[src/design/pbro_pkg.sv]
// Shared codes and field widths for the pinned buffer replacement order block.
// No dependencies; imported by the top level.
package pbro_pkg;

    // Stream field widths
    localparam int CMD_W    = 2;
    localparam int SLOT_W   = 6;
    localparam int STATUS_W = 2;
    localparam int IN_W     = 8;
    localparam int OUT_W    = 8;

    // Command codes
    localparam logic [CMD_W-1:0] CMD_REINIT = 2'd0;
    localparam logic [CMD_W-1:0] CMD_PIN    = 2'd1;
    localparam logic [CMD_W-1:0] CMD_NEW    = 2'd2;
    localparam logic [CMD_W-1:0] CMD_UNPIN  = 2'd3;

    // Status codes
    localparam logic [STATUS_W-1:0] STAT_OK         = 2'd0;
    localparam logic [STATUS_W-1:0] STAT_UNPIN_ZERO = 2'd1;
    localparam logic [STATUS_W-1:0] STAT_VICTIM_PIN = 2'd2;
    localparam logic [STATUS_W-1:0] STAT_SATURATED  = 2'd3;

endpackage

[src/design/pinned_buffer_replacement_order.sv]
// Top level of the pinned buffer replacement order block.
// Uses pbro_pkg, pbro_ram (link and count stores) and pbro_order (reinit sweep).
//
// Usage:
//   One command word enters on s_tvalid/s_tready; exactly one result word leaves
//   on m_tvalid/m_tready for each command. Commands are handled one at a time.
//   s_tready is high while the sequencer is idle, even if a result still waits
//   in the output register; the next command finishes only once that result
//   has been taken, so a stalled receiver stalls the input after one command.
//   Each command runs dependent read/write steps on the three link/count RAMs
//   (one read port each, registered read): pin / pin_new skip the relink at
//   the tail; unpin either leaves the order alone, moves the slot to the head
//   or inserts it after the boundary; reinit writes one slot per cycle.
//   Slot numbers of SLOTS or more are reduced by repeated subtraction.
//   Reset clears head, tail and boundary and the control state; the RAMs hold
//   no defined contents until the first reinit, which must come before any
//   pin or unpin.
module pinned_buffer_replacement_order
    import pbro_pkg::*;
#(
    parameter int SLOTS       = 64,
    parameter int COUNT_WIDTH = 8
) (
    input  logic             aclk,
    input  logic             aresetn,
    input  logic             s_tvalid,
    output logic             s_tready,
    input  logic [IN_W-1:0]  s_tdata,   // [1:0] cmd, [7:2] slot
    output logic             m_tvalid,
    input  logic             m_tready,
    output logic [OUT_W-1:0] m_tdata    // [5:0] result_slot, [7:6] status
);

    localparam int SW   = $clog2(SLOTS);
    localparam int CW   = COUNT_WIDTH;
    localparam int HALF = SLOTS / 2;
    localparam logic [CW-1:0] MAXC = {CW{1'b1}};

    // sequencer states
    localparam logic [3:0] ST_IDLE  = 4'd0;
    localparam logic [3:0] ST_RED   = 4'd1;
    localparam logic [3:0] ST_ISSUE = 4'd2;
    localparam logic [3:0] ST_LOAD  = 4'd3;
    localparam logic [3:0] ST_DET   = 4'd4;
    localparam logic [3:0] ST_APP   = 4'd5;
    localparam logic [3:0] ST_PRE   = 4'd6;
    localparam logic [3:0] ST_RDB   = 4'd7;
    localparam logic [3:0] ST_LDB   = 4'd8;
    localparam logic [3:0] ST_W4    = 4'd9;
    localparam logic [3:0] ST_SWEEP = 4'd10;
    localparam logic [3:0] ST_DONE  = 4'd11;

    // what follows the detach step
    localparam logic [1:0] MODE_APP = 2'd0;
    localparam logic [1:0] MODE_PRE = 2'd1;
    localparam logic [1:0] MODE_RDB = 2'd2;

    logic [3:0]          state_reg;
    logic [1:0]          mode_reg;
    logic [CMD_W-1:0]    cmd_reg;
    logic [SLOT_W-1:0]   red_reg;
    logic [SW-1:0]       s_reg, p_reg, n_reg;
    logic [STATUS_W-1:0] status_reg;
    logic [SW-1:0]       head_reg, tail_reg, bnd_reg;
    logic                bvalid_reg;
    logic                m_tvalid_reg;
    logic [OUT_W-1:0]    m_tdata_reg;

    logic                nxt_we, prv_we, cnt_we;
    logic [SW-1:0]       nxt_waddr, prv_waddr, cnt_waddr;
    logic [SW-1:0]       nxt_wdata, prv_wdata;
    logic [CW-1:0]       cnt_wdata;
    logic [SW-1:0]       rd_addr;
    logic [SW-1:0]       nxt_q, prv_q;
    logic [CW-1:0]       cnt_q;

    logic                red_big;
    logic [SW-1:0]       slot_w, center;
    logic                ord_start, ord_step, ord_first, ord_last;
    logic [SW-1:0]       ord_prev, ord_cur, ord_next;
    logic                out_free;

    assign s_tready = (state_reg == ST_IDLE);
    assign m_tvalid = m_tvalid_reg;
    assign m_tdata  = m_tdata_reg;
    assign out_free = ~m_tvalid_reg | m_tready;

    // slot reduction and reinit center
    assign red_big = (32'(red_reg) >= SLOTS);
    assign slot_w  = SW'(red_reg);
    assign center  = (slot_w >= SW'(HALF)) ? slot_w - SW'(HALF) : slot_w + SW'(HALF);

    assign ord_start = (state_reg == ST_RED) && !red_big && (cmd_reg == CMD_REINIT);
    assign ord_step  = (state_reg == ST_SWEEP);

    // one read address shared by all stores
    assign rd_addr = (state_reg == ST_RDB) ? bnd_reg : s_reg;

    // store write ports
    always_comb begin
        nxt_we    = 1'b0;
        nxt_waddr = s_reg;
        nxt_wdata = '0;
        prv_we    = 1'b0;
        prv_waddr = s_reg;
        prv_wdata = '0;
        cnt_we    = 1'b0;
        cnt_waddr = s_reg;
        cnt_wdata = '0;
        unique case (state_reg)
            ST_LOAD: begin
                if (cmd_reg == CMD_PIN) begin
                    cnt_we    = 1'b1;
                    cnt_wdata = (cnt_q == MAXC) ? MAXC : cnt_q + 1'b1;
                end else if (cmd_reg == CMD_NEW) begin
                    cnt_we    = 1'b1;
                    cnt_wdata = CW'(1);
                end else if (cmd_reg == CMD_UNPIN && cnt_q != '0) begin
                    cnt_we    = 1'b1;
                    cnt_wdata = cnt_q - 1'b1;
                end
            end
            ST_DET: begin
                if (s_reg != head_reg && s_reg != tail_reg) begin
                    nxt_we    = 1'b1;
                    nxt_waddr = p_reg;
                    nxt_wdata = n_reg;
                    prv_we    = 1'b1;
                    prv_waddr = n_reg;
                    prv_wdata = p_reg;
                end
            end
            ST_APP: begin
                nxt_we    = 1'b1;
                nxt_waddr = tail_reg;
                nxt_wdata = s_reg;
                prv_we    = 1'b1;
                prv_wdata = tail_reg;
            end
            ST_PRE: begin
                prv_we    = 1'b1;
                prv_waddr = head_reg;
                prv_wdata = s_reg;
                nxt_we    = 1'b1;
                nxt_wdata = head_reg;
            end
            ST_LDB: begin
                nxt_we    = 1'b1;
                nxt_wdata = nxt_q;
                prv_we    = 1'b1;
                prv_waddr = nxt_q;
                prv_wdata = s_reg;
            end
            ST_W4: begin
                nxt_we    = 1'b1;
                nxt_waddr = bnd_reg;
                nxt_wdata = s_reg;
                prv_we    = 1'b1;
                prv_wdata = bnd_reg;
            end
            ST_SWEEP: begin
                nxt_we    = 1'b1;
                nxt_waddr = ord_cur;
                nxt_wdata = ord_last ? '0 : ord_next;
                prv_we    = 1'b1;
                prv_waddr = ord_cur;
                prv_wdata = ord_first ? '0 : ord_prev;
                cnt_we    = 1'b1;
                cnt_waddr = ord_cur;
            end
            default: begin
            end
        endcase
    end

    // sequencer
    always_ff @(posedge aclk) begin
        if (!aresetn) begin
            state_reg    <= ST_IDLE;
            head_reg     <= '0;
            tail_reg     <= '0;
            bnd_reg      <= '0;
            bvalid_reg   <= 1'b0;
            m_tvalid_reg <= 1'b0;
        end else begin
            if (m_tvalid_reg && m_tready && state_reg != ST_DONE) begin
                m_tvalid_reg <= 1'b0;
            end
            unique case (state_reg)
                ST_IDLE: begin
                    if (s_tvalid) begin
                        cmd_reg    <= s_tdata[CMD_W-1:0];
                        red_reg    <= s_tdata[CMD_W +: SLOT_W];
                        status_reg <= STAT_OK;
                        state_reg  <= ST_RED;
                    end
                end
                ST_RED: begin
                    if (red_big) begin
                        red_reg <= red_reg - SLOT_W'(SLOTS);
                    end else if (cmd_reg == CMD_REINIT) begin
                        s_reg     <= slot_w;
                        head_reg  <= center;
                        state_reg <= ST_SWEEP;
                    end else begin
                        s_reg     <= (cmd_reg == CMD_NEW) ? head_reg : slot_w;
                        state_reg <= ST_ISSUE;
                    end
                end
                ST_ISSUE: begin
                    state_reg <= ST_LOAD;
                end
                ST_LOAD: begin
                    p_reg <= prv_q;
                    n_reg <= nxt_q;
                    if (cmd_reg == CMD_UNPIN) begin
                        if (cnt_q == '0) begin
                            status_reg <= STAT_UNPIN_ZERO;
                            state_reg  <= ST_DONE;
                        end else if (cnt_q != CW'(1)) begin
                            state_reg <= ST_DONE;
                        end else if (!bvalid_reg) begin
                            bnd_reg    <= s_reg;
                            bvalid_reg <= 1'b1;
                            mode_reg   <= MODE_PRE;
                            state_reg  <= (s_reg != head_reg) ? ST_DET : ST_DONE;
                        end else if (bnd_reg != s_reg) begin
                            mode_reg  <= MODE_RDB;
                            state_reg <= ST_DET;
                        end else begin
                            state_reg <= ST_DONE;
                        end
                    end else begin
                        mode_reg <= MODE_APP;
                        if (cmd_reg == CMD_NEW) begin
                            if (cnt_q != '0) begin
                                status_reg <= STAT_VICTIM_PIN;
                            end
                        end else if (cnt_q == MAXC) begin
                            status_reg <= STAT_SATURATED;
                        end
                        // pinning the boundary steps it back by one, or clears it at the head
                        if (bvalid_reg && bnd_reg == s_reg) begin
                            if (s_reg == head_reg) begin
                                bvalid_reg <= 1'b0;
                            end else begin
                                bnd_reg <= prv_q;
                            end
                        end
                        state_reg <= (s_reg == tail_reg) ? ST_DONE : ST_DET;
                    end
                end
                ST_DET: begin
                    if (s_reg == head_reg) begin
                        head_reg <= n_reg;
                    end else if (s_reg == tail_reg) begin
                        tail_reg <= p_reg;
                    end
                    unique case (mode_reg)
                        MODE_APP: state_reg <= ST_APP;
                        MODE_PRE: state_reg <= ST_PRE;
                        default:  state_reg <= ST_RDB;
                    endcase
                end
                ST_APP: begin
                    tail_reg <= s_reg;
                    if (cmd_reg == CMD_UNPIN) begin
                        bnd_reg <= s_reg;
                    end
                    state_reg <= ST_DONE;
                end
                ST_PRE: begin
                    head_reg  <= s_reg;
                    state_reg <= ST_DONE;
                end
                ST_RDB: begin
                    state_reg <= (bnd_reg == tail_reg) ? ST_APP : ST_LDB;
                end
                ST_LDB: begin
                    state_reg <= ST_W4;
                end
                ST_W4: begin
                    bnd_reg   <= s_reg;
                    state_reg <= ST_DONE;
                end
                ST_SWEEP: begin
                    if (ord_last) begin
                        tail_reg   <= s_reg;
                        bnd_reg    <= s_reg;
                        bvalid_reg <= 1'b1;
                        state_reg  <= ST_DONE;
                    end
                end
                ST_DONE: begin
                    if (out_free) begin
                        m_tvalid_reg <= 1'b1;
                        state_reg    <= ST_IDLE;
                    end
                end
                default: begin
                    state_reg <= ST_IDLE;
                end
            endcase
        end
    end

    // result word payload
    always_ff @(posedge aclk) begin
        if (state_reg == ST_DONE && out_free) begin
            m_tdata_reg <= {status_reg, SLOT_W'(s_reg)};
        end
    end

    pbro_ram #(.WIDTH(SW), .DEPTH(SLOTS)) u_next_ram (
        .aclk  (aclk),
        .we    (nxt_we),
        .waddr (nxt_waddr),
        .wdata (nxt_wdata),
        .raddr (rd_addr),
        .rdata (nxt_q)
    );

    pbro_ram #(.WIDTH(SW), .DEPTH(SLOTS)) u_prev_ram (
        .aclk  (aclk),
        .we    (prv_we),
        .waddr (prv_waddr),
        .wdata (prv_wdata),
        .raddr (rd_addr),
        .rdata (prv_q)
    );

    pbro_ram #(.WIDTH(CW), .DEPTH(SLOTS)) u_count_ram (
        .aclk  (aclk),
        .we    (cnt_we),
        .waddr (cnt_waddr),
        .wdata (cnt_wdata),
        .raddr (rd_addr),
        .rdata (cnt_q)
    );

    pbro_order #(.SLOTS(SLOTS)) u_order (
        .aclk      (aclk),
        .aresetn   (aresetn),
        .start     (ord_start),
        .center    (center),
        .step      (ord_step),
        .prev_slot (ord_prev),
        .cur_slot  (ord_cur),
        .next_slot (ord_next),
        .first     (ord_first),
        .last      (ord_last)
    );

endmodule

[src/design/pbro_ram.sv]
// Generic single write port, single read port RAM with registered read.
// No dependencies.
module pbro_ram #(
    parameter int WIDTH = 8,
    parameter int DEPTH = 64
) (
    input  logic                     aclk,
    input  logic                     we,
    input  logic [$clog2(DEPTH)-1:0] waddr,
    input  logic [WIDTH-1:0]         wdata,
    input  logic [$clog2(DEPTH)-1:0] raddr,
    output logic [WIDTH-1:0]         rdata
);

    logic [WIDTH-1:0] mem [DEPTH];

    // write port, read data registered (old data on same-cycle collision)
    always_ff @(posedge aclk) begin
        if (we) begin
            mem[waddr] <= wdata;
        end
        rdata <= mem[raddr];
    end

endmodule

[src/design/pbro_order.sv]
// Reinit order generator: center, center-1, center+1, center-2, ... (mod SLOTS).
// Produces previous, current and next slot of the sweep. No dependencies.
module pbro_order #(
    parameter int SLOTS = 64
) (
    input  logic                     aclk,
    input  logic                     aresetn,
    input  logic                     start,
    input  logic [$clog2(SLOTS)-1:0] center,
    input  logic                     step,
    output logic [$clog2(SLOTS)-1:0] prev_slot,
    output logic [$clog2(SLOTS)-1:0] cur_slot,
    output logic [$clog2(SLOTS)-1:0] next_slot,
    output logic                     first,
    output logic                     last
);

    localparam int SW = $clog2(SLOTS);
    localparam logic [SW-1:0] TOP = SW'(SLOTS - 1);

    logic [SW-1:0] prev_reg, cur_reg, dn_reg, up_reg, idx_reg;
    logic          take_dn;

    function automatic logic [SW-1:0] dec_wrap(input logic [SW-1:0] x);
        return (x == '0) ? TOP : x - 1'b1;
    endfunction

    function automatic logic [SW-1:0] inc_wrap(input logic [SW-1:0] x);
        return (x == TOP) ? '0 : x + 1'b1;
    endfunction

    // odd positions step down from the center, even positions step up
    assign take_dn   = ~idx_reg[0];
    assign next_slot = take_dn ? dn_reg : up_reg;
    assign prev_slot = prev_reg;
    assign cur_slot  = cur_reg;
    assign first     = (idx_reg == '0);
    assign last      = (idx_reg == TOP);

    always_ff @(posedge aclk) begin
        if (!aresetn) begin
            idx_reg <= '0;
        end else if (start) begin
            idx_reg <= '0;
        end else if (step) begin
            idx_reg <= idx_reg + 1'b1;
        end
    end

    always_ff @(posedge aclk) begin
        if (start) begin
            prev_reg <= '0;
            cur_reg  <= center;
            dn_reg   <= dec_wrap(center);
            up_reg   <= inc_wrap(center);
        end else if (step) begin
            prev_reg <= cur_reg;
            cur_reg  <= next_slot;
            if (take_dn) begin
                dn_reg <= dec_wrap(dn_reg);
            end else begin
                up_reg <= inc_wrap(up_reg);
            end
        end
    end

endmodule

[config.mk]
export PLATFORM = sky130hd
export DESIGN_NAME = pinned_buffer_replacement_order
export DESIGN_NICKNAME = d
export VERILOG_FILES = /design/src/design/pbro_pkg.sv /design/src/design/pinned_buffer_replacement_order.sv /design/src/design/pbro_ram.sv /design/src/design/pbro_order.sv
export SDC_FILE = /design/constraint.sdc
export NUM_CORES = 2
export LEC_CHECK = 0
export BUFFER_PORTS_ARGS = -buffer_cell sky130_fd_sc_hd__buf_2
export CAP_MARGIN = 20
export CORE_MARGIN = 4
export CORE_UTILIZATION = 30
export DETAILED_ROUTE_END_ITERATION = 8
export HOLD_SLACK_MARGIN = 0.08
export MAX_ROUTING_LAYER = met4
export PLACE_DENSITY = 0.55
export SYNTH_ARGS = -nofsm -noshare
export SYNTH_HDL_FRONTEND = slang
export SYNTH_SLANG_ARGS = --single-unit
[constraint.sdc]
create_clock -name aclk -period 8.7 [get_ports aclk]
set_clock_uncertainty 0.05 [all_clocks]
set_input_delay 1.74 -clock aclk [delete_from_list [all_inputs] [get_ports aclk]]
set_output_delay 1.74 -clock aclk [all_outputs]
set_load 0.01 [all_outputs]
; ---- Yosys cells after proc, flatten, opt, wreduce, memory -nomap -nowiden
; Memory sizes are Yosys's and may differ from the RTL's. A register that Yosys moved wholly into a read port is not among the register bits.
; Index checks and enable logic that the tools add are counted.
[totals]
in_bits = 12
register_bits = 92
wordCells = 216
mem_count = 3
out_inout_bits = 10
ram_bits = 1280
[mem_list]
columns = name, words, word_bits, rd, rd_clocked_by_memory_dff, wr, line_no
row1 = u_count_ram.mem, 64, 8, 1, 1, 1, pbro_ram.sv:15  ; logic [WIDTH-1:0] mem [DEPTH];
row2 = u_next_ram.mem, 64, 6, 1, 1, 1, pbro_ram.sv:15
row3 = u_prev_ram.mem, 64, 6, 1, 1, 1, pbro_ram.sv:15
[classes]
reduce_logical = 39
order_cmp = 1
eq_ne = 49
add_sub_neg = 9
muxes = 93
bitwise_logic = 3
[ops]
columns = op, count
row1 = 6-bit 2-to-1 mux, 36
row2 = 6-bit one-hot mux with 4 select lines, 3
row3 = 6-bit one-hot mux with 5 select lines, 2
row4 = 4-bit 2-to-1 mux, 12
row5 = 8-bit 2-to-1 mux, 5
row6 = 4-bit one-hot mux with 10 select lines, 1
row7 = 6-bit one-hot mux with 3 select lines, 2
row8 = 6-bit == test, 4
row9 = "3-bit inequality test, second input constant", 8
row10 = 2-bit 2-to-1 mux, 10
row11 = "6-bit by 1-bit adder with 6-bit output, second input constant", 3
row12 = "6-bit == test, second input constant", 3
row13 = 6-bit zero test, 3
row14 = "2-bit inequality test, second input constant", 9
row15 = 6-bit inequality test, 3
row16 = 1-bit 2-to-1 mux, 17
row17 = "4-bit by 3-bit == test with 1-bit output, second input constant", 4
row18 = "4-bit == test, second input constant", 4
row19 = "4-bit inequality test, second input constant", 3
row20 = 6-bit AND reduction, 2
row21 = "6-bit by 1-bit subtractor with 6-bit output, second input constant", 2
row22 = 3-bit AND reduction, 3
row23 = "8-bit by 1-bit adder with 8-bit output, second input constant", 1
row24 = "4-bit by 2-bit == test with 1-bit output, second input constant", 2
row25 = other kinds (29), 52

; ---- Depth between registers and ports, before layout
[logic_depth]
ltp_word = 8
ltp_mapped = 13
depth_no_buf = 9

; ---- Hierarchy
; Synthesis repeated with hierarchy kept, for this count alone.
[hier_totals]
cells_unflattened = 3082
hier_area_um2 = 56726.9
[modules_own_cells]
columns = module, seq_area_each_um2, area_per_inst_um2, cells_per_inst, instances
row1 = pbro_ram (u_next_ram ...), 11651.2, 15225.9, 720, 2
row2 = pbro_ram (u_count_ram), 15534.9, 20190.6, 972, 1
row3 = pinned_buffer_replacement_order, 1621.6, 4395.5, 501, 1
row4 = pbro_order, 780.7, 1689.1, 169, 1

; ---- Worst setup path after synthesis
; No wires, ideal clock.
[synth_timing]
path_type = flip-flop to flip-flop
startpoint = register u_count_ram.rdata[0], read port of u_count_ram.mem
endpoint = memory u_count_ram.mem[0][0] (data pin)
t_required_ns = 7.969
path_stages_with_launch = 8
period_less_slack_ns = 4.537
path_buffers = 1
arrival_time_ns = 3.806
setup_slack_ns = 4.163
setup_time_ns = 0.681
path_cell_list = dfxtp_1 ha_1 nand3_1 or2_2 clkbuf_1 nand2_1 a21oi_1 nor3_1
[synth_via]
elab_chain_cells = 6
word_cells_on_any_way = 10
cone_classes = 2 x add/sub / 1 x eq/ne / 5 x mux / 2 x reduce/logical
[synth_lines]
columns = item, line_no
row1 = from (decl), pbro_ram.sv:12  ; output logic [WIDTH-1:0] rdata
row2 = "parallel branches: the longest is 4 deep, another holds 8-bit by 1-bit subtractor with 8-bit output", n/a
row3 = 8-bit 2-to-1 mux *, pinned_buffer_replacement_order.sv:112  ; if (cmd_reg == CMD_PIN) begin
row4 = 8-bit 2-to-1 mux *, pinned_buffer_replacement_order.sv:110  ; unique case (state_reg)
row5 = named net cnt_wdata[0], pinned_buffer_replacement_order.sv:72  ; logic [CW-1:0] cnt_wdata;
row6 = to (decl), pbro_ram.sv:15
; Mark *: on every way through the listed nets, which the timed path passes.

; ---- Worst setup path in the final report
[layout_timing]
startpoint = register state_reg[1]
endpoint = register u_prev_ram.rdata[0], read port of u_prev_ram.mem
[layout_via]
elab_chain_cells = 2
[layout_lines]
columns = item, line_no
row1 = from (decl), pinned_buffer_replacement_order.sv:58  ; logic [3:0] state_reg;
row2 = from (signal assigned), pinned_buffer_replacement_order.sv:226  ; state_reg <= (s_reg != head_reg) ? ST_DET : ST_DONE;
row3 = from (signal assigned), pinned_buffer_replacement_order.sv:250  ; state_reg <= (s_reg == tail_reg) ? ST_DONE : ST_DET;
row4 = from (signal assigned), pinned_buffer_replacement_order.sv:277  ; state_reg <= (bnd_reg == tail_reg) ? ST_APP : ST_LDB;
row5 = 4-bit by 3-bit == test with 1-bit output, pinned_buffer_replacement_order.sv:97  ; assign rd_addr = (state_reg == ST_RDB) ? bnd_reg : s_reg;
row6 = 6-bit 2-to-1 mux, pinned_buffer_replacement_order.sv:97
row7 = to (decl), pbro_ram.sv:12
; No other way between the ends.
; A chain may end at the register's enable or synchronous reset.

==> impl_metrics.csv <==
group,metric,value,unit
outcome,status,"finished, final reports clean",
worst_setup_path,cp.arrival,6010,ps
logic_synthesis,synth_seq_area_share,72.2,%
worst_setup_path,r2r-end,"u_prev_ram.rdata[0]",
logic_synthesis,synthTopCellsByArea,"edfxtp_1 (70%), mux4_2 (5.4%), nand2_1 (4.1%)",
finish,largestRegisters,"u_count_ram.mem (512), u_next_ram.mem (384), u_prev_ram.mem (384)",
sta,finalHoldViolCount,0,
floorplan,io_pins,22,
worst_setup_path,cp_cell_sequence,"nand4b_1, mux2_8, buf_4, mux4_2, a22oi_1, nand4_1, or4_1",
sta,fmax,185,MHz
floorplan,die_h,444,µm
worst_setup_path,path_max_fanout,59,
route,drc,0,
worst_setup_path,crit_buf_inv,1,
worst_setup_path,end_kind,"flop",
min_path,hold_path_class,"reg -> reg",
logic_synthesis,syn-instance-count,3896,
logic_synthesis,synthTopCellsByCount,"edfxtp_1 (1336), nand2_1 (630), nor2_1 (271), nand3_1 (244), clkbuf_1 (141)",
placement,portBuffers,21,
sta,worstMarginPinSlew,1230,ps
route,wl,159000,µm
route,wl_per_cell,24.3,µm
worst_setup_path,crit_slowest_cell,"dfxtp_1",
logic_synthesis,synth_cell_types,76,
floorplan,initial_core_util,30.3,%
logic_synthesis,synthArstFlopShare,0,%
worst_setup_path,rr_worst_depth,7,
finish,largest_reg_flops,512,
job,drv_cap,0,
placement,gp_congestion,0.872,
min_path,whs_endpoint,"u_order.prev_slot[3]",
clock_network,cts_resized,0,
worst_setup_path,slowest_delay,900,ps
clock_network,cts_num_sinks,1392,
power,ir_drop,229,µV
finish,area_growth,13.4,%
finish,regMostFlops,"u_count_ram.mem",
route,first_pass_iters,6,
floorplan,die_width,444,µm
power,p_leak,20.5,nW
global_routing,antenna_found_initial,3,
finish,regArea,41200,µm²
clock_network,cts_tree,"yes",
logic_synthesis,yosys_most_used_dff,"edfxtp_1",
route,dr_total_vias,34400,
route,ant_nets,0,
global_routing,grt_pass1_vias,33400,
clock_network,worstSkewPairLatency,770,ps
clock_network,holdBufCountCts,0,
logic_synthesis,yosysMostFrequentCell,"edfxtp_1",
logic_synthesis,ys_ff_latch,1392,
worst_setup_path,required,9290,ps
floorplan,core-area,189000,µm²
logic_synthesis,synth_area,57100,µm²
clock_network,h-tree-depth,4,
route,drt_iter0_drc,4028,
global_routing,grt_max_degree,105,
logic_synthesis,yosysTopAreaCell,"edfxtp_1",
logic_synthesis,synth_top_area_share,70.2,%
sta,rsz0062_at_grt,"no",
finish,drive_gt1_share,13.6,%
clock_network,cts_setup_buffers,0,
global_routing,grt.total_usage,16.2,%
sta,slew_headroom,18.3,%
worst_setup_path,worstSetupStartpointType,"flop",
clock_network,clk_pin_slew,70,ps
route,via_per_inst,5.25,
logic_synthesis,syn_nets,3920,
global_routing,grt_pass1_wl,233000,µm
sta,setup_viol_count_final,0,
finish,nFillCells,18100,
worst_setup_path,r2r_setup_slack,3280,ps
power,p_per_area,251,nW/µm²
sta,fin_crit_sh,62.3,%
logic_synthesis,synth_warnings,0,
placement,post-place-ws,3370,ps
floorplan,die-area,198000,µm²
placement,dp_hpwl,97200,µm
sta,fin_tns_setup,0,ps
sta,slew_viol_final,0,
worst_setup_path,cp_top_family,"simple AND/OR/NAND/NOR gates",
global_routing,overflow,0,
finish,finalNetCount,3961,
worst_setup_path,path_class,"reg -> reg",
clock_network,clockBufferDepth,3,
clock_network,cts_root_buf,"clkbuf_16",
sta,min_period,5420,ps
floorplan,rows,159,
clock_network,cts-buffers-inserted,142,
sta,fin_ws,3280,ps
finish,multi_input_area,14900,µm²
worst_setup_path,timing.rr.start,"state_reg[1]",
min_path,hp-start,"u_order.prev_slot[3]",
logic_synthesis,syn_area_per_cell,14.7,µm²
min_path,holdPathStages,2,
logic_synthesis,synth_edf_count,1336,
-- worst max-delay path by stage --
| stage | start | end | slack, ps | cells past startpoint |
|---|---|---|---|---|
| 4_1_cts | state_reg[1] | u_prev_ram.rdata[0] | 3350 | 7 |
| 3_5_place_dp | state_reg[1] | u_prev_ram.rdata[0] | 3370 | 7 |
| 5_1_grt | state_reg[1] | u_prev_ram.rdata[5] | 3090 | 8 |
| 3_3_place_gp | state_reg[1] | u_prev_ram.rdata[0] | 3460 | 7 |
| 2_1_floorplan | u_count_ram.rdata[0] | u_count_ram.mem[0][0] | 4160 | 7 |
| 6_report | state_reg[1] | u_prev_ram.rdata[0] | 3280 | 7 |
-- metrics by stage --
step / hold slack (ps) / std cells / total power, W / utilization, % / cell area (µm²)
6_report: 396 / 6549 / 0.0162 / 34.3 / 64800
5_1_grt: 414 / 6548 / 0.0168 / 34.3 / 64800
4_1_cts: 396 / 6541 / 0.0164 / 34.3 / 64700
3_5_place_dp: 386 / 6282 / 0.0107 / 32.0 / 60400
3_3_place_gp: 381 / 6268 / 0.0106 / 32.0 / 60400
2_1_floorplan: 350 / 3896 / 0.00960 / - / 57100
-- kinds of logic after synthesis --
| family | after synthesis | synth area share, % |
|---|---|---|
| flip-flops | 1392 | 72.2 |
| adder cells (fa/ha/maj) | 12 | 0.263 |
| XOR/XNOR | 50 | 0.766 |
| AND/OR/NAND/NOR | 1442 | 11.5 |
| AO/OA/AOI/OAI | 450 | 5.35 |
| multiplexers | 273 | 7.84 |
| buffers and inverters | 277 | 2.15 |
-- cells in the final DEF, fill, tap and decap left out, types with 20 or more instances in the layout --
| cell type | Yosys | layout |
|---|---|---|
| edfxtp_1 | 1336 | 1336 |
| nand2_1 | 630 | 626 |
| nor2_1 | 271 | 257 |
| nand3_1 | 244 | 243 |
| clkbuf_16 | 0 | 143 |
| mux4_2 | 137 | 137 |
| mux2i_1 | 124 | 122 |
| buf_4 | 14 | 110 |
| a21oi_1 | 83 | 83 |
| nand4_1 | 75 | 75 |
| o21ai_0 | 65 | 65 |
| a22oi_1 | 62 | 62 |
| a31oi_1 | 57 | 57 |
| nor4_1 | 61 | 57 |
| dfxtp_1 | 56 | 56 |
| clkbuf_1 | 141 | 39 |
| buf_2 | 72 | 35 |
| nor3_1 | 36 | 34 |
| xnor2_1 | 33 | 33 |
| clkinv_1 | 0 | 28 |
| clkinv_2 | 0 | 25 |
| a221oi_1 | 22 | 22 |
| o21ai_1 | 22 | 21 |
| inv_1 | 20 | 20 |
| nand2b_1 | 20 | 20 |
| o2111ai_1 | 20 | 20 |
-- worst reg2reg max path: cells and delay by family, from the launching register on --
family / cells / cell delay (ps)
buffers and inverters: 1 / 930
multiplexers: 2 / 1330
AO/OA/AOI/OAI: 1 / 390
flip-flops: 1 / 900
AND/OR/NAND/NOR: 3 / 1680
-- routing by layer --
| metal | vias to the layer above | share of wire, % | GRT usage (%) |
|---|---|---|---|
| li1 | 15100 | - | - |
| met5 | - | 0 | - |
| met4 | 0 | 2.7 | 4.65 |
| met1 | 17600 | 43 | 22.1 |
| met2 | 1414 | 46 | 24.8 |
| met3 | 249 | 7.5 | 2.95 |
-- where the power goes --
group | internal [W] | total, W | switching (W)
combinational | 0.000731 | 0.00261 | 0.00188
sequential | 0.00771 | 0.00793 | 0.000215
clock | 0.00316 | 0.00572 | 0.00256
total | 0.0116 | 0.0162 | 0.00465
-- final cells by class --
| type | count | area share, % |
|---|---|---|
| diodes | 2 | 0.00773 |
| clock buffers | 184 | 5.79 |
| repair buffers | 154 | 1.70 |
| multi-input cells | 2227 | 23.1 |
| inverters | 20 | 0.116 |
| well taps | 2495 | 4.82 |
| flip-flops and latches | 1392 | 63.7 |
| clock inverters | 75 | 0.836 |
Note: power is estimated with default switching activity, not from simulation.
